<file path="config.mk">
export PLATFORM = sky130hd
export DESIGN_NAME = calendar_date_counter
export DESIGN_NICKNAME = d
export VERILOG_FILES = /design/src/rtl/core/caldc_pkg.sv /design/src/rtl/core/caldc_ctrl.sv /design/src/rtl/core/caldc_dp.sv /design/src/rtl/core/calendar_date_counter.sv
export VERILOG_INCLUDE_DIRS = /design/src /design/src/rtl/core
export SDC_FILE = /design/constraint.sdc
export NUM_CORES = 1
export LEC_CHECK = 0
export BUFFER_PORTS_ARGS = -buffer_cell sky130_fd_sc_hd__buf_2
export CORE_UTILIZATION = 50
export DETAILED_ROUTE_END_ITERATION = 10
export HOLD_SLACK_MARGIN = 0.12
export PLACE_DENSITY = 0.68
export SLEW_MARGIN = 20
export SYNTH_ARGS = -nofsm -noshare
export SYNTH_HDL_FRONTEND = slang
export SYNTH_HIERARCHICAL = 1
export SYNTH_SLANG_ARGS = --single-unit
</file>
<file path="constraint.sdc">
create_clock -name clk -period 9.1 [get_ports clk]
set_input_delay 0 -clock clk [delete_from_list [all_inputs] [get_ports clk]]
set_output_delay 0 -clock clk [all_outputs]
set_load 0.02 [all_outputs]
</file>
<file path="src/rtl/core/assert_macros.svh">
// Assertion macros shared by the calendar date counter RTL.
`ifndef ASSERT_MACROS_SVH
`define ASSERT_MACROS_SVH

`ifndef SYNTHESIS

`define ASSERT_HOLDS(lbl, clk, rst_n, prop) \
	lbl: assert property (@(posedge clk) disable iff (!rst_n) (prop)) \
	else $error("assertion failed");

`define ASSERT_NEXT(lbl, clk, rst_n, ante, cons) \
	lbl: assert property (@(posedge clk) disable iff (!rst_n) (ante) |=> (cons)) \
	else $error("assertion failed");

`else

`define ASSERT_HOLDS(lbl, clk, rst_n, prop)

`define ASSERT_NEXT(lbl, clk, rst_n, ante, cons)

`endif

`endif

</file>
<file path="src/rtl/core/caldc_pkg.sv">
// Types, constants and calendar functions of the calendar date counter.
package caldc_pkg;

	localparam int YEAR_BITS_DEF  = 14;
	localparam int COUNT_BITS_DEF = 16;

	localparam logic [5:0] YEAR_MOD    = 6'd25;
	localparam logic [3:0] MONTH_FIRST = 4'd1;
	localparam logic [3:0] MONTH_FEB   = 4'd2;
	localparam logic [3:0] MONTH_LAST  = 4'd12;
	localparam logic [4:0] DAY_FIRST   = 5'd1;
	localparam logic [4:0] DAY_LAST    = 5'd31;
	localparam logic [4:0] FEB_LEAP    = 5'd29;
	localparam logic [4:0] FEB_COMMON  = 5'd28;
	localparam logic [4:0] SHORT_MONTH = 5'd30;

	// Since 1025 is a multiple of 25, 10-bit pieces of the year fold with alternating signs.
	localparam logic [11:0] FOLD_BIAS = 12'd1050;
	localparam logic [10:0] RECIP_25  = 11'd1311;

	typedef enum logic [1:0] {
		OP_LOAD = 2'd0,
		OP_FWD  = 2'd1,
		OP_BACK = 2'd2,
		OP_NONE = 2'd3
	} op_t;

	typedef enum logic [2:0] {
		ST_OK        = 3'd0,
		ST_BAD_YEAR  = 3'd1,
		ST_BAD_MONTH = 3'd2,
		ST_BAD_DAY   = 3'd3,
		ST_LIMIT     = 3'd4
	} status_t;

	typedef enum logic [2:0] {
		S_IDLE,
		S_MOD,
		S_CHECK,
		S_FWD,
		S_BACK,
		S_EMIT
	} state_t;

	typedef struct packed {
		logic accept;
		logic mod_step;
		logic check;
		logic step_fwd;
		logic step_back;
		logic emit;
	} cmd_t;

	typedef struct packed {
		logic mod_last;
		logic cnt_zero;
		logic fwd_limit;
		logic back_limit;
		logic out_busy;
	} sts_t;

	// Leap test from the low year bits and whether the year is a multiple of 25.
	function automatic logic is_leap(logic [3:0] ylow, logic mod25_zero);
		is_leap = (ylow[1:0] == 2'd0) && !(mod25_zero && (ylow[3:2] != 2'd0));
	endfunction

	function automatic logic [4:0] days_in(logic [3:0] m, logic leap);
		case (m)
			MONTH_FEB: days_in = leap ? FEB_LEAP : FEB_COMMON;
			4'd4, 4'd6, 4'd9, 4'd11: days_in = SHORT_MONTH;
			default: days_in = DAY_LAST;
		endcase
	endfunction

endpackage

</file>
<file path="src/rtl/core/caldc_ctrl.sv">
// Controller state machine of the calendar date counter.
module caldc_ctrl (
	input  logic               clk,
	input  logic               arst_n,
	input  logic               in_valid,
	input  logic [1:0]         op,
	input  caldc_pkg::sts_t    sts,
	output logic               in_ready,
	output caldc_pkg::cmd_t    cmd
);

	caldc_pkg::state_t state_q;
	caldc_pkg::state_t state_nxt;

	always_ff @(posedge clk or negedge arst_n) begin
		if (!arst_n) begin
			state_q <= caldc_pkg::S_IDLE;
		end else begin
			state_q <= state_nxt;
		end
	end

	always_comb begin
		state_nxt = state_q;
		case (state_q)
			caldc_pkg::S_IDLE: begin
				if (in_valid) begin
					case (caldc_pkg::op_t'(op))
						caldc_pkg::OP_LOAD: state_nxt = caldc_pkg::S_MOD;
						caldc_pkg::OP_FWD:  state_nxt = caldc_pkg::S_FWD;
						caldc_pkg::OP_BACK: state_nxt = caldc_pkg::S_BACK;
						default:            state_nxt = caldc_pkg::S_EMIT;
					endcase
				end
			end
			caldc_pkg::S_MOD: begin
				if (sts.mod_last) begin
					state_nxt = caldc_pkg::S_CHECK;
				end
			end
			caldc_pkg::S_CHECK: state_nxt = caldc_pkg::S_EMIT;
			caldc_pkg::S_FWD: begin
				if (sts.cnt_zero || sts.fwd_limit) begin
					state_nxt = caldc_pkg::S_EMIT;
				end
			end
			caldc_pkg::S_BACK: begin
				if (sts.cnt_zero || sts.back_limit) begin
					state_nxt = caldc_pkg::S_EMIT;
				end
			end
			caldc_pkg::S_EMIT: begin
				if (!sts.out_busy) begin
					state_nxt = caldc_pkg::S_IDLE;
				end
			end
			default: state_nxt = caldc_pkg::S_IDLE;
		endcase
	end

	always_comb begin
		cmd = '0;
		in_ready = 1'b0;
		case (state_q)
			caldc_pkg::S_IDLE: begin
				in_ready = 1'b1;
				cmd.accept = in_valid;
			end
			caldc_pkg::S_MOD:   cmd.mod_step = 1'b1;
			caldc_pkg::S_CHECK: cmd.check = 1'b1;
			caldc_pkg::S_FWD:   cmd.step_fwd = !sts.cnt_zero;
			caldc_pkg::S_BACK:  cmd.step_back = !sts.cnt_zero;
			caldc_pkg::S_EMIT:  cmd.emit = !sts.out_busy;
			default: cmd = '0;
		endcase
	end

endmodule

</file>
<file path="src/rtl/core/caldc_dp.sv">
// Datapath of the calendar date counter: date registers, year remainder and output register.
module caldc_dp #(
	parameter int YEAR_BITS  = caldc_pkg::YEAR_BITS_DEF,
	parameter int COUNT_BITS = caldc_pkg::COUNT_BITS_DEF
) (
	input  logic                  clk,
	input  logic                  arst_n,
	input  caldc_pkg::cmd_t       cmd,
	output caldc_pkg::sts_t       sts,
	input  logic [4:0]            load_day,
	input  logic [3:0]            load_month,
	input  logic [YEAR_BITS-1:0]  load_year,
	input  logic [COUNT_BITS-1:0] step_count,
	input  logic                  out_ready,
	output logic                  out_valid,
	output logic [4:0]            cur_day,
	output logic [3:0]            cur_month,
	output logic [YEAR_BITS-1:0]  cur_year,
	output logic [2:0]            status
);

	logic [4:0]            day_q;
	logic [3:0]            month_q;
	logic [YEAR_BITS-1:0]  year_q;
	logic [4:0]            ymod_q;

	logic [4:0]            ld_q;
	logic [3:0]            lm_q;
	logic [YEAR_BITS-1:0]  ly_q;
	logic [COUNT_BITS-1:0] cnt_q;
	logic [11:0]           fold_q;
	logic                  phase_q;
	logic [4:0]            rem_q;
	caldc_pkg::status_t    st_q;

	logic                  out_valid_q;
	logic [4:0]            out_day_q;
	logic [3:0]            out_month_q;
	logic [YEAR_BITS-1:0]  out_year_q;
	caldc_pkg::status_t    out_st_q;

	logic [31:0] year_wide;
	logic [10:0] fold_pos;
	logic [10:0] fold_neg;
	logic [11:0] fold_nxt;
	logic [22:0] recip;
	logic [7:0]  quot;
	logic [11:0] quot25;
	logic [4:0]  rem_nxt;
	logic        leap_cur;
	logic        leap_new;
	logic [4:0]  len_cur;
	logic [3:0]  prev_month;
	logic [4:0]  len_prev;
	logic [4:0]  len_new;
	logic        fwd_limit;
	logic        back_limit;

	always_comb begin
		year_wide = 32'(ly_q);
		fold_pos  = {1'b0, year_wide[9:0]} + {1'b0, year_wide[29:20]};
		fold_neg  = {1'b0, year_wide[19:10]} + {9'd0, year_wide[31:30]};
		fold_nxt  = {1'b0, fold_pos} + caldc_pkg::FOLD_BIAS - {1'b0, fold_neg};
		recip     = 23'(fold_q) * 23'(caldc_pkg::RECIP_25);
		quot      = 8'(recip >> 15);
		quot25    = {quot, 4'd0} + {1'b0, quot, 3'd0} + {4'd0, quot};
		rem_nxt   = 5'(fold_q - quot25);
	end

	assign leap_cur   = caldc_pkg::is_leap(year_q[3:0], ymod_q == 5'd0);
	assign leap_new   = caldc_pkg::is_leap(ly_q[3:0], rem_q == 5'd0);
	assign len_cur    = caldc_pkg::days_in(month_q, leap_cur);
	assign prev_month = month_q - 4'd1;
	assign len_prev   = caldc_pkg::days_in(prev_month, leap_cur);
	assign len_new    = caldc_pkg::days_in(lm_q, leap_new);

	assign fwd_limit  = (day_q >= len_cur) && (month_q >= caldc_pkg::MONTH_LAST) &&
		(year_q == '1);
	assign back_limit = (day_q <= caldc_pkg::DAY_FIRST) &&
		(month_q <= caldc_pkg::MONTH_FIRST) && (year_q == '0);

	assign sts.mod_last   = phase_q;
	assign sts.cnt_zero   = (cnt_q == '0);
	assign sts.fwd_limit  = fwd_limit;
	assign sts.back_limit = back_limit;
	assign sts.out_busy   = out_valid_q && !out_ready;

	always_ff @(posedge clk) begin
		if (cmd.accept) begin
			ld_q    <= load_day;
			lm_q    <= load_month;
			ly_q    <= load_year;
			cnt_q   <= step_count;
			phase_q <= 1'b0;
		end else if (cmd.mod_step) begin
			if (!phase_q) begin
				fold_q <= fold_nxt;
			end else begin
				rem_q <= rem_nxt;
			end
			phase_q <= 1'b1;
		end else if (cmd.step_fwd || cmd.step_back) begin
			cnt_q <= cnt_q - COUNT_BITS'(1);
		end
	end

	always_ff @(posedge clk or negedge arst_n) begin
		if (!arst_n) begin
			day_q   <= caldc_pkg::DAY_FIRST;
			month_q <= caldc_pkg::MONTH_FIRST;
			year_q  <= YEAR_BITS'(1);
			ymod_q  <= 5'd1;
			st_q    <= caldc_pkg::ST_OK;
		end else if (cmd.accept) begin
			st_q <= caldc_pkg::ST_OK;
		end else if (cmd.check) begin
			if (ly_q == '0) begin
				st_q <= caldc_pkg::ST_BAD_YEAR;
			end else begin
				year_q <= ly_q;
				ymod_q <= rem_q;
				if ((lm_q < caldc_pkg::MONTH_FIRST) || (lm_q > caldc_pkg::MONTH_LAST)) begin
					st_q <= caldc_pkg::ST_BAD_MONTH;
				end else begin
					month_q <= lm_q;
					if ((ld_q >= caldc_pkg::DAY_FIRST) && (ld_q <= len_new)) begin
						day_q <= ld_q;
					end else begin
						st_q <= caldc_pkg::ST_BAD_DAY;
					end
				end
			end
		end else if (cmd.step_fwd) begin
			if (fwd_limit) begin
				st_q <= caldc_pkg::ST_LIMIT;
			end else if (day_q < len_cur) begin
				day_q <= day_q + 5'd1;
			end else if (month_q < caldc_pkg::MONTH_LAST) begin
				day_q   <= caldc_pkg::DAY_FIRST;
				month_q <= month_q + 4'd1;
			end else begin
				day_q   <= caldc_pkg::DAY_FIRST;
				month_q <= caldc_pkg::MONTH_FIRST;
				year_q  <= year_q + YEAR_BITS'(1);
				ymod_q  <= (ymod_q == 5'(caldc_pkg::YEAR_MOD - 6'd1)) ? 5'd0 : ymod_q + 5'd1;
			end
		end else if (cmd.step_back) begin
			if (back_limit) begin
				st_q <= caldc_pkg::ST_LIMIT;
			end else if (day_q > caldc_pkg::DAY_FIRST) begin
				day_q <= day_q - 5'd1;
			end else if (month_q > caldc_pkg::MONTH_FIRST) begin
				month_q <= prev_month;
				day_q   <= len_prev;
			end else begin
				year_q  <= year_q - YEAR_BITS'(1);
				month_q <= caldc_pkg::MONTH_LAST;
				day_q   <= caldc_pkg::DAY_LAST;
				ymod_q  <= (ymod_q == 5'd0) ? 5'(caldc_pkg::YEAR_MOD - 6'd1) : ymod_q - 5'd1;
			end
		end
	end

	always_ff @(posedge clk or negedge arst_n) begin
		if (!arst_n) begin
			out_valid_q <= 1'b0;
		end else if (cmd.emit) begin
			out_valid_q <= 1'b1;
		end else if (out_ready) begin
			out_valid_q <= 1'b0;
		end
	end

	always_ff @(posedge clk) begin
		if (cmd.emit) begin
			out_day_q   <= day_q;
			out_month_q <= month_q;
			out_year_q  <= year_q;
			out_st_q    <= st_q;
		end
	end

	assign out_valid = out_valid_q;
	assign cur_day   = out_day_q;
	assign cur_month = out_month_q;
	assign cur_year  = out_year_q;
	assign status    = out_st_q;

endmodule

</file>
<file path="src/rtl/core/calendar_date_counter.sv">
// Top level of the calendar date counter.
// After a load request is accepted, S_MOD reduces the year modulo 25 for the leap test, then
// S_CHECK checks the fields and S_EMIT fills the output register.
// A step request moves the date by step_count days, stopping at the range limit; op 3 only emits.
// Requests are handled one at a time; the next can be taken the cycle after a result is registered.
// Reset is asynchronous and active low, sets the date to 01/01/0001 and clears the output valid.
`include "assert_macros.svh"

module calendar_date_counter #(
	parameter int YEAR_BITS  = caldc_pkg::YEAR_BITS_DEF,
	parameter int COUNT_BITS = caldc_pkg::COUNT_BITS_DEF
) (
	input  logic                  clk,
	input  logic                  arst_n,
	input  logic                  in_valid,
	output logic                  in_ready,
	input  logic [1:0]            op,
	input  logic [4:0]            load_day,
	input  logic [3:0]            load_month,
	input  logic [YEAR_BITS-1:0]  load_year,
	input  logic [COUNT_BITS-1:0] step_count,
	output logic                  out_valid,
	input  logic                  out_ready,
	output logic [4:0]            cur_day,
	output logic [3:0]            cur_month,
	output logic [YEAR_BITS-1:0]  cur_year,
	output logic [2:0]            status
);

	caldc_pkg::cmd_t cmd;
	caldc_pkg::sts_t sts;

	caldc_ctrl u_ctrl (
		.clk      (clk),
		.arst_n   (arst_n),
		.in_valid (in_valid),
		.op       (op),
		.sts      (sts),
		.in_ready (in_ready),
		.cmd      (cmd)
	);

	caldc_dp #(
		.YEAR_BITS  (YEAR_BITS),
		.COUNT_BITS (COUNT_BITS)
	) u_dp (
		.clk        (clk),
		.arst_n     (arst_n),
		.cmd        (cmd),
		.sts        (sts),
		.load_day   (load_day),
		.load_month (load_month),
		.load_year  (load_year),
		.step_count (step_count),
		.out_ready  (out_ready),
		.out_valid  (out_valid),
		.cur_day    (cur_day),
		.cur_month  (cur_month),
		.cur_year   (cur_year),
		.status     (status)
	);

	`ASSERT_HOLDS(a_month_range, clk, arst_n, !out_valid || ((cur_month >= caldc_pkg::MONTH_FIRST) && (cur_month <= caldc_pkg::MONTH_LAST)))
	`ASSERT_HOLDS(a_day_nonzero, clk, arst_n, !out_valid || (cur_day >= caldc_pkg::DAY_FIRST))
	`ASSERT_HOLDS(a_limit_at_edge, clk, arst_n, !(out_valid && (status == caldc_pkg::ST_LIMIT)) || (cur_year == '0) || (cur_year == '1))
	`ASSERT_NEXT(a_emit_shows, clk, arst_n, cmd.emit, out_valid)
	`ASSERT_HOLDS(a_idle_no_step, clk, arst_n, !in_ready || !(cmd.step_fwd || cmd.step_back || cmd.check))

endmodule

</file>
Yosys cells after proc, flatten, opt, wreduce, memory -nomap -nowiden

Cells that the tools add are included.

Bits in registers: 118
Output and inout port bits: 28
Logic and storage cells: 211

Add/subtract/negate cells: 14
$mul: 1
Magnitude comparators: 12
Eq/ne operators: 41
Mux-type cells: 77
Bitwise logic cells: 2
Reduce and logical (&&, ||, !) cells: 46

Operators by type and width:

| cell                                                 | count |
|---|---|
| 2-to-1 mux 14 bit                                    | 10 |
| 2-to-1 mux 5 bit                                     | 23 |
| 2-to-1 mux 16 bit                                    | 3 |
| 2-to-1 mux 4 bit                                     | 11 |
| 2-to-1 mux 3 bit                                     | 14 |
| case mux 5 bit (2 select lines)                      | 3 |
| logical NOT 14 bit                                   | 2 |
| equality test 4 x 3 -> 1 bit (second input constant) | 6 |
| equality test 4 bit (second input constant)          | 6 |
| multiplier 12 x 11 -> 20 bit (second input constant) | 1 |
| case mux 3 bit (6 select lines)                      | 1 |
| logical NOT 16 bit                                   | 1 |
| subtractor 16 x 1 -> 16 bit (second input constant)  | 1 |
| adder 14 x 1 -> 14 bit (second input constant)       | 1 |
| equality test 14 bit (second input constant)         | 1 |
| subtractor 14 x 1 -> 14 bit (second input constant)  | 1 |
| adder 10 x 11 -> 12 bit (second input constant)      | 1 |
| equality test 4 x 2 -> 1 bit (second input constant) | 3 |
| OR reduction 4 bit                                   | 3 |
| subtractor 12 x 4 -> 12 bit                          | 1 |
| 2-to-1 mux 1 bit                                     | 11 |
| adder 5 x 1 -> 5 bit (second input constant)         | 2 |
| adder 5 bit                                          | 2 |
| logical AND 1 bit                                    | 10 |
| other kinds (45)                                     | 75 |

Logic depth before layout (Yosys ltp)

Gate-level depths: netlist of run 1.

Depth in word-level cells: 13
Mapped depth: 28

By module

Netlist of run 1, hierarchy kept.

Modules (own cells, without submodules):

| module     | times used | cells each | area an instance (um2) | seq. area each (um2) |
|---|---|---|---|---|
| caldc_dp   | 1          | 904        | 9235.1                 | 3288.2 |
| caldc_ctrl | 1          | 36         | 302.8                  | 75.1 |

Worst setup path after synthesis of run 1

No wires, ideal clock.

Path kind: reg2reg
Start point: register u_dp.fold_q[9]
End point: register u_dp.rem_q[4], data pin
Setup time: 0.260 ns
Arrival time: 5.963 ns
Data required time: 8.840 ns
Setup slack: 2.877 ns
Cell stages (with the launch flop): 27
Clock period less this slack: 6.223 ns
Path through: edfxtp_1 fa_1 ha_1 inv_1 fa_1 inv_1 fa_1 inv_1 fa_1 inv_1 ha_1 a21o_1 a21o_1 a21oi_1 a21bo_2 nand3b_1 a31oi_1 xnor2_1 ha_1 ha_1 inv_1 ha_1 a21oi_1 xnor2_1 xnor2_1 xnor2_1 xnor2_1

Word-level cells in the longest chain between the ends: 4

RTL lines:

| item                             | line           | text |
|---|---|---|
| start: declaration               | caldc_dp.sv:31 | `logic [11:0] fold_q;` |
| start signal: assignment         | caldc_dp.sv:97 | `fold_q <= fold_nxt;` |
| multiplier 12 x 11 -> 20 bit (*) | caldc_dp.sv:64 | `recip = 23'(fold_q) * 23'(caldc_pkg::RECIP_25);` |
| adder 5 bit                      | caldc_dp.sv:66 | `quot25 = {quot, 4'd0} + {1'b0, quot, 3'd0} + {4'd0, quot};` |
| adder 5 bit (*)                  | caldc_dp.sv:66 |  |
| subtractor 5 bit (*)             | caldc_dp.sv:67 | `rem_nxt = 5'(fold_q - quot25);` |
| via u_dp.rem_nxt[4]              | caldc_dp.sv:49 | `logic [4:0] rem_nxt;` |
| end signal: assignment           | caldc_dp.sv:99 | `rem_q <= rem_nxt;` |
| end: declaration                 | caldc_dp.sv:33 | `logic [4:0] rem_q;` |

Mark *: on every way through the listed nets, which the timed path passes. The rest lies on a longest branch.
A chain may end at the register's enable or synchronous reset.

Final worst setup path of run 1

Ends and elaborated chain as after synthesis.

==> impl_metrics.py, run 1 <==
metrics = {
    "route": {
        "viasPerCell": 5.47,
        "vias": 7101,
        "drt_iter0_drc": 469,
        "routedWlPerCell_um": 16.3,
        "finalWirelength_um": 21200,
        "detail-route-antenna-nets": 0,
        "drt_first_pass_iters": 7,
        "post-route-drc-count": 0,
    },
    "timing": {
        "setup_viol": 0,
        "final.setup.tns_ns": 0,
        "max_slew.worst_pin.slew_ns": 1.01,
        "fin_crit_sh": 0.722,
        "rsz0062_at_grt": "false",
        "slew_viol_final": 0,
        "setup_ws_ns": 2.53,
        "worst_clock_skew_ns": 0.00906,
        "finalHoldViolCount": 0,
        "fmax_mhz": 152,
        "hold_ws_ns": 0.266,
        "maxSlewHeadroom": 0.323,
        "period_needed_ns": 6.57,
    },
    "finish": {
        "fillers": 1538,
        "final_cells": 1299,
        "area_growth_pct": 16.5,
        "nets": 1264,
        "diodes": 0,
        "drive_gt1_frac": 0.127,
    },
    "floorplanning": {
        "num_rows": 50,
        "start_util": 0.510,
        "die_area_um2": 19600,
        "io_pins": 73,
        "die_w_um": 140,
        "dieHeight_um": 140,
        "core_area_um2": 18700,
    },
    "synth": {
        "avgSynthCellArea_um2": 10.1,
        "synth_top_cell_area_share": 0.258,
        "syn_area_um2": 9540,
        "synth-async-reset-ratio": 0.297,
        "yosys_most_used_dff": "edfxtp_1",
        "yosys.area.top_type": "edfxtp_1",
        "muxShareOfSynthArea": 0.0190,
        "yosysWarnings": 6,
        "synth_simple_gate_area_frac": 0.123,
        "synth_commonest_cells": "inv_1, ha_1, edfxtp_1, nor2_1, a21oi_1",
        "synth_xor_area_frac": 0.0523,
        "synth-edff-count": 82,
        "synthTopCellsByArea": "edfxtp_1, ha_1, fa_1",
        "yosysMostFrequentCell": "inv_1",
        "synth_compound_area_frac": 0.130,
        "ys_ff_latch": 118,
        "synth_nets": 1152,
        "synthAdderAreaFrac": 0.254,
        "syn_inst": 940,
        "synth_cell_types": 78,
        "ys_seq_area_frac": 0.353,
        "synth_top_family_by_area": "adder cells",
    },
    "place": {
        "gp_congestion": 0.861,
        "dp.cells": 1221,
        "pre_cts_ws_ns": 2.52,
        "port_buffers": 72,
        "dp_hpwl_um": 15100,
    },
    "critical_path": {
        "timing.rr.start": "u_dp/fold_q[9]",
        "critical_path_arrival_ns": 6.73,
        "cp.required_ns": 9.26,
        "cp_max_fo": 7,
        "critPathCaptureType": "flop",
        "startpoint": "u_dp/fold_q[9]",
        "worstSetupStartpointType": "flop",
        "path_class": "reg2reg",
    },
    "clocking": {
        "htree_levels": 4,
        "clkTransAtPathRegs_ns": 0.05,
        "cts-resized-gates": 0,
        "cts_setup_buffers": 0,
        "cts.hold.buffers_added": 46,
        "tritoncts": "built",
        "cts.sinks": 118,
        "cts_buffer_depth": 2,
        "clock_latency_ns": 0.42,
        "cts-root-buf": "clkbuf_16",
        "cts_made_buffers": 17,
    },
    "min_path": {
        "hp-class": "in2async",
    },
    "run": {
        "maxCapViolCount": 0,
    },
    "global_route": {
        "grt_pass1_vias": 7072,
        "globalRoute.totalOverflow": 0,
        "grt_usage": 0.227,
        "grt_max_degree": 63,
        "antenna_found_initial": 0,
        "grt_pass1_wl_um": 34900,
    },
    "outcome": {
        "status": "complete, no violations",
    },
}
[flip-flops by register name, summed over array words and instances, names as in the netlist, 12 cells and up]
| name | flops |
|---|---|
| u_dp/cnt_q | 16 |
| u_dp/cur_year | 14 |
| u_dp/ly_q | 14 |
| u_dp/year_q | 14 |
| u_dp/fold_q | 12 |
[per-stage QoR]
stage,instance area (µm²),util
2_1_floorplan,9540,-
3_3_place_gp,10100,0.539
3_5_place_dp,10100,0.539
4_1_cts,11100,0.594
5_1_grt,11100,0.594
6_report,11100,0.594
[final timing paths]
| check | cells after the start | endpoint | slack, ns |
|---|---|---|---|
| max in group asynchronous | 2 | u_ctrl/state_q[1] | 8.28 |
| min in group clk | 2 | u_dp/lm_q[0] | 0.29 |
| min reg2reg | 0 | u_dp/status[0] | 0.47 |
| max reg2reg | 26 | u_dp/rem_q[4] | 2.53 |
| max | 26 | u_dp/rem_q[4] | 2.53 |
| min | 2 | u_dp/month_q[3] | 0.27 |
[routing by layer]
layer | GRT usage | vias up | wire length [µm]
met4 | 0.0642 | 0 | 255
met1 | 0.297 | 3397 | 9600
met5 | 0 | - | 0
met2 | 0.381 | 182 | 10200
li1 | - | 3496 | -
met3 | 0.0458 | 26 | 1130
[cells by family (layout without fill, tap and decap cells)]
logic type                 after synthesis  in the layout
xor gates and xnor gates                57             57
and+or+nand+nor                        225            225
AOI/OAI and AO/OA                      192            192
adders and majority gates              167            167
buffers and inverters                  164            289
DFF                                    118            118
muxes                                   17             17
[area by class of cell]
| type | count | area (µm²) | share of cell area |
|---|---|---|---|
| multi-input cells | 658 | 5530 | 0.497 |
| flip-flops and latches | 118 | 3360 | 0.303 |
| repair buffers | 122 | 851 | 0.0765 |
| inverters | 135 | 507 | 0.0456 |
| clock buffers | 22 | 444 | 0.0400 |
| well taps | 234 | 293 | 0.0263 |
| clock inverters | 10 | 130 | 0.0117 |
[worst max-delay path: stages (launching register included)]
cell	delay, ns
edfxtp_1	0.55
fa_1	0.53
ha_1	0.30
inv_1	0.05
fa_1	0.47
inv_1	0.05
fa_1	0.53
inv_1	0.06
fa_1	0.52
inv_1	0.04
ha_1	0.30
a21o_1	0.18
a21o_1	0.17
a21oi_1	0.18
a21bo_2	0.18
nand3b_1	0.20
a31oi_1	0.26
xnor2_1	0.15
ha_1	0.25
ha_1	0.27
inv_1	0.04
ha_1	0.32
a21oi_1	0.17
xnor2_1	0.16
xnor2_1	0.15
xnor2_1	0.15
xnor2_1	0.08
[placed cells by master (no fill, tap or decap), drive strengths merged, types with 15 or more instances in the layout]
master,instances
clkbuf,22
fa,44
a21o,15
dlygate4sd3,46
nand2,48
nor3,19
o21ai,48
xnor2,42
buf,76
nor2,73
inv,135
edfxtp,82
dfrtp,31
a21oi,59
ha,123
xor2,15
Power of run 1 is left out: the tool's default activity adds up to more than one toggle a clock period on the data nets, which glitch-free logic cannot reach.
==> run 2, diff against run 1 <==
Settings changed: ABC_AREA from default to 1.
Clock period 9.1 ns to 6.3 ns, I/O delays scaled along.
==> run 2 against run 1 <==
  * First-iteration DRC count is 7.9% lower
  * Critical path depth is 2 higher
  * Sequential share of layout area is 2.1 points lower
  * Global-route usage hardly changed
  * Sequential cell count stayed put
==> impl_metrics.py, run 2 <==
metrics = {
    "outcome": {
        "status": "complete, no violations",
    },
    "timing": {
        "maxSlewHeadroom": 0.368,
        "hold_ws_ns": 0.158,
        "setup_viol": 0,
        "worst_clock_skew_ns": 0.00902,
        "period_needed_ns": 5.92,
        "fmax_mhz": 169,
        "finalHoldViolCount": 0,
        "max_slew.worst_pin.slew_ns": 0.945,
        "fin_crit_sh": 0.939,
        "slew_viol_final": 0,
    },
    "finish": {
        "nets": 1541,
        "layout_commonest_cell": "nand2_1",
        "top_register": "u_dp/cnt_q",
        "final_cells": 1607,
        "area_growth_pct": 17.5,
        "diodes": 0,
        "final_cell_mix": "nand2_1, inv_1, ha_1, edfxtp_1, nor2_1",
        "largest_reg_flops": 16,
        "drive_gt1_frac": 0.137,
    },
    "route": {
        "detail-route-antenna-nets": 0,
        "drt_first_pass_iters": 5,
        "finalWirelength_um": 22500,
        "routedWlPerCell_um": 14.0,
        "vias": 8216,
        "post-route-drc-count": 0,
        "drt_iter0_drc": 432,
        "viasPerCell": 5.11,
    },
    "synth": {
        "yosysWarnings": 6,
        "yosys_most_used_dff": "edfxtp_1",
        "avgSynthCellArea_um2": 8.49,
        "syn_area_um2": 10200,
        "synthTopCellsByArea": "edfxtp_1, ha_1, nand2_1",
        "ys_ff_latch": 118,
        "synth_top_cell_area_share": 0.242,
        "synth_cell_types": 55,
        "yosysMostFrequentCell": "nand2_1",
        "synth_nets": 1409,
        "synth-edff-count": 82,
        "ys_seq_area_frac": 0.331,
        "synth_commonest_cells": "nand2_1, inv_1, ha_1, edfxtp_1, nor2_1",
        "synth-async-reset-ratio": 0.297,
        "yosys.area.top_type": "edfxtp_1",
        "syn_inst": 1197,
    },
    "critical_path": {
        "worstSetupStartpointType": "flop",
        "slowest_stage": "fa_1",
        "path_class": "reg2reg",
        "regToRegSetupSlack_ns": 0.38,
        "timing.rr.start": "u_dp/fold_q[9]",
        "critPathBufInv": 7,
        "critical_path_arrival_ns": 6.09,
        "cp.required_ns": 6.47,
        "cp_max_fo": 5,
        "r2r_end": "u_dp/rem_q[4]",
        "cp_top_family": "adder cells",
        "crit_top_cell": "inv_1",
        "reg2reg_depth": 28,
        "critPathCaptureType": "flop",
        "slowest_delay_ns": 0.52,
    },
    "min_path": {
        "hold-path-cell-count": 7,
        "hp-class": "in2reg",
        "holdCritStartpoint": "in_valid",
        "hold_end": "u_ctrl/state_q[0]",
    },
    "floorplanning": {
        "io_pins": 73,
        "num_rows": 51,
        "start_util": 0.515,
        "die_area_um2": 20900,
        "die_w_um": 145,
        "core_area_um2": 19700,
        "dieHeight_um": 145,
    },
    "clocking": {
        "htree_levels": 4,
        "cts.sinks": 118,
        "cts_buffer_depth": 2,
        "cts_made_buffers": 17,
        "tritoncts": "built",
        "clock_latency_ns": 0.41,
        "clkTransAtPathRegs_ns": 0.05,
        "cts-root-buf": "clkbuf_16",
    },
    "place": {
        "dp.cells": 1522,
        "gp_congestion": 0.877,
        "port_buffers": 72,
        "dp_hpwl_um": 17000,
    },
    "global_route": {
        "grt_pass1_wl_um": 36500,
        "grt_max_degree": 44,
        "grt_usage": 0.227,
        "globalRoute.totalOverflow": 0,
        "grt_pass1_vias": 7718,
        "antenna_found_initial": 0,
    },
    "run": {
        "maxCapViolCount": 0,
    },
}
-- run 2: cell types whose count changed after synthesis, moves of 12 or more --
cell and delta:
a21oi_1 -16, inv_1 +91, nand2_1 +210, nand3_1 +44, xnor2_1 -27, xor2_1 +12
-- run 2: tightest hold or removal path, delay by kind of cell --
| family | cells | cell delay, ns |
|---|---|---|
| buf+inv | 2 | 0.17 |
| simple gates | 5 | 0.34 |
-- run 2: how the worst max path moves through the flow --
stage | start | cells after the start | slack (ns) | to
final | u_dp/fold_q[9] | 28 | 0.38 | u_dp/rem_q[4]
after global placement | u_dp/fold_q[9] | 28 | 0.27 | u_dp/rem_q[4]
after detailed placement | u_dp/fold_q[9] | 28 | 0.14 | u_dp/rem_q[4]
after CTS | u_dp/fold_q[9] | 28 | 0.14 | u_dp/rem_q[4]
after global routing | u_dp/fold_q[8] | 30 | -0.002 | u_dp/rem_q[4]
after floorplan | u_dp/fold_q[9] | 28 | 0.46 | u_dp/rem_q[4]
-- run 2: layer usage --
layer  vias to the layer above  part of all wire  global-route usage
li1                       4150                 -                   -
met1                      3832              0.48               0.311
met2                       202              0.46               0.367
met3                        32             0.043              0.0391
met4                         0             0.019              0.0632
met5                         -                 0                   0
-- run 2: layout make-up --
cell class | count | area, µm²
sequential | 118 | 3360
clock inverter | 11 | 134
fill | 1694 | 7780
timing repair buffer | 134 | 940
multi-input combinational | 826 | 5840
clock buffer | 21 | 450
inverter | 232 | 873
tap | 265 | 332
-- run 2: stage by stage --
| step | cell area, µm² | worst slack (ns) | utilization | TNS [ns] |
|---|---|---|---|---|
| 4_1_cts | 11800 | 0.142 | 0.599 | 0 |
| 2_1_floorplan | 10200 | 0.458 | - | 0 |
| 3_3_place_gp | 10800 | 0.271 | 0.547 | 0 |
| 5_1_grt | 11900 | -0.00183 | 0.605 | -0.00183 |
| 3_5_place_dp | 10800 | 0.144 | 0.547 | 0 |
| 6_report | 11900 | 0.384 | 0.605 | 0 |
-- run 2: what timing repair did --
item,CTS,global route
gates resized for setup,0,14
buffers inserted,0,9
hold buffers,44,0
hold endpoints to repair,74,0
setup endpoints to repair,0,1
-- run 2: cell families after synthesis --
kind of cell,after synthesis,share of synthesized area
flip-flops,118,0.331
buffers and inverters,253,0.100
AO/OA/AOI/OAI,159,0.0946
XOR/XNOR,42,0.0362
AND/OR/NAND/NOR,458,0.200
adder cells (fa/ha/maj),167,0.238
Power of run 2 is left out for the same reason.
==> run 3, diff against run 2 <==
--- a/config.mk
+++ b/config.mk
@@ -13,4 +13,5 @@
 export HOLD_SLACK_MARGIN = 0.12
 export PLACE_DENSITY = 0.68
+export RECOVER_POWER = 100
 export SLEW_MARGIN = 20
 export SYNTH_ARGS = -nofsm -noshare
==> constraint.sdc (replaced) <==
create_clock -name clk -period 6.3 [get_ports clk]
set_input_delay 0 -clock clk [delete_from_list [all_inputs] [get_ports clk]]
set_output_delay 0 -clock clk [all_outputs]
set_load 0.01 [all_outputs]
==> run 3 against run 2 <==
  * The run now ends with capacitance limit, slew limit left
  * Sequential share of layout area increased by 0.36 points
  * Worst setup slack improved by 0.0055 ns
  * Die area unchanged
  * Critical path depth unchanged
  * Final cell count unchanged
  * Global-route usage unchanged
  * Critical endpoint unchanged
  * Largest cell class unchanged
==> impl_metrics.py, run 3 (synthesized netlist as in run 2, its figures left out) <==
metrics = {
    "critical_path": {
        "cp-endpoint": "u_dp/rem_q[4]",
        "slowest_stage": "fa_1",
        "regToRegSetupSlack_ns": 0.39,
        "crit_top_cell": "inv_1",
        "timing.rr.start": "u_dp/fold_q[9]",
        "reg2reg_depth": 28,
        "cp.required_ns": 6.47,
        "startpoint": "u_dp/fold_q[9]",
        "path_class": "reg2reg",
        "cp_max_fo": 5,
        "critical_path_arrival_ns": 6.08,
        "critPathCaptureType": "flop",
        "slowest_delay_ns": 0.52,
        "worstSetupStartpointType": "flop",
        "r2r_end": "u_dp/rem_q[4]",
    },
    "floorplanning": {
        "start_util": 0.515,
        "num_rows": 51,
        "core_area_um2": 19700,
        "die_w_um": 145,
        "dieHeight_um": 145,
        "die_area_um2": 20900,
        "io_pins": 73,
    },
    "global_route": {
        "grt_usage": 0.227,
        "antenna_found_initial": 0,
        "grt_pass1_wl_um": 36500,
        "globalRoute.totalOverflow": 0,
        "grt_max_degree": 44,
        "grt_pass1_vias": 7718,
    },
    "route": {
        "viasPerCell": 5.12,
        "routedWlPerCell_um": 14.0,
        "vias": 8231,
        "post-route-drc-count": 0,
        "drt_iter0_drc": 472,
        "detail-route-antenna-nets": 0,
        "finalWirelength_um": 22500,
        "drt_first_pass_iters": 6,
    },
    "finish": {
        "regArea_um2": 3360,
        "layout_commonest_cell": "nand2_1",
        "largest_reg_flops": 16,
        "top_register": "u_dp/cnt_q",
        "finish.utilization": 0.598,
        "fillers": 1731,
        "nets": 1541,
        "multi_input_area_um2": 5740,
        "drive_gt1_frac": 0.0961,
        "area_growth_pct": 16.0,
        "final_cell_mix": "nand2_1, inv_1, ha_1, edfxtp_1, nor2_1",
        "final_cells": 1607,
        "diodes": 0,
    },
    "clocking": {
        "tritoncts": "built",
        "cts.sinks": 118,
        "cts_made_buffers": 17,
        "cts_buffer_depth": 2,
        "cts-root-buf": "clkbuf_16",
        "htree_levels": 4,
        "clkTransAtPathRegs_ns": 0.05,
        "clock_latency_ns": 0.41,
    },
    "timing": {
        "fmax_mhz": 169,
        "period_needed_ns": 5.91,
        "finalHoldViolCount": 0,
        "setup_viol": 0,
        "fin_crit_sh": 0.938,
        "worst_clock_skew_ns": 0.00848,
        "max_slew.worst_pin.slew_ns": 2.26,
        "final.setup.tns_ns": 0,
        "slew_viol_final": 95,
        "maxSlewHeadroom": -0.506,
    },
    "place": {
        "dp.cells": 1522,
        "dp_hpwl_um": 17000,
        "gp_congestion": 0.877,
        "port_buffers": 72,
    },
    "outcome": {
        "violations": "capacitance limit, slew limit",
        "status": "complete, but fails checks",
    },
    "min_path": {
        "hp-class": "in2reg",
    },
    "run": {
        "maxCapViolCount": 3,
    },
}
run 3: cell types whose count changed in the layout (fill, tap and decap cells not counted), moves of 4 or more:
cell,delta
clkbuf_1,+35
o21ai_2,-7
o21ai_0,+11
o21ai_1,-4
nor2_1,+4
buf_2,-32
run 3: per-layer routing:
layer	up-vias	global-route usage	wire [µm]
met3	30	0.0391	1080
met1	3837	0.311	10600
met5	-	0	0
met2	216	0.367	10400
li1	4148	-	-
met4	0	0.0632	405
run 3: layout make-up:
type / instances / area share
multi-input combinational: 826 / 0.487
sequential: 118 / 0.285
timing repair buffer: 134 / 0.0754
inverter: 232 / 0.0741
clock buffer: 21 / 0.0382
tap: 265 / 0.0281
clock inverter: 11 / 0.0114
run 3: worst min path at each step:
| stage | from | endpoint | slack (ns) | cells past startpoint |
|---|---|---|---|---|
| after floorplan | arst_n | u_ctrl/state_q[0] | -0.30 | 0 |
| after global placement | arst_n | u_dp/day_q[4] | 0.16 | 1 |
| after detailed placement | arst_n | u_dp/day_q[2] | 0.16 | 1 |
| after CTS | in_valid | u_ctrl/state_q[1] | 0.14 | 7 |
| after global routing | in_valid | u_ctrl/state_q[1] | 0.16 | 7 |
| final | in_valid | u_ctrl/state_q[2] | 0.14 | 7 |
run 3: timing repair:
action | 4_1_cts | 5_1_grt
hold buffers | 44 | 0
gates resized for setup | 0 | 14
setup endpoints to repair | 0 | 1
setup buffers | 0 | 9
endpoints found under the hold margin | 74 | 0
run 3: critical path: cells and delay by family (launching register included):
kind	cells	cell delay [ns]
DFF	1	0.50
and+or+nand+nor	8	0.74
buffers and inverters	7	0.45
adders and majority gates	9	3.22
xor gates and xnor gates	2	0.39
AOI/OAI and AO/OA	2	0.36
run 3: through the flow:
| step | hold WS, ns | cell area [µm²] | worst slack, ns |
|---|---|---|---|
| global placement | 0.164 | 10800 | 0.271 |
| detailed placement | 0.165 | 10800 | 0.144 |
| finish | 0.139 | 11800 | 0.390 |
| floorplan | -0.296 | 10200 | 0.458 |
| global route | 0.165 | 11800 | -0.00183 |
| CTS | 0.139 | 11800 | 0.142 |
Power of run 3 is left out for the same reason.
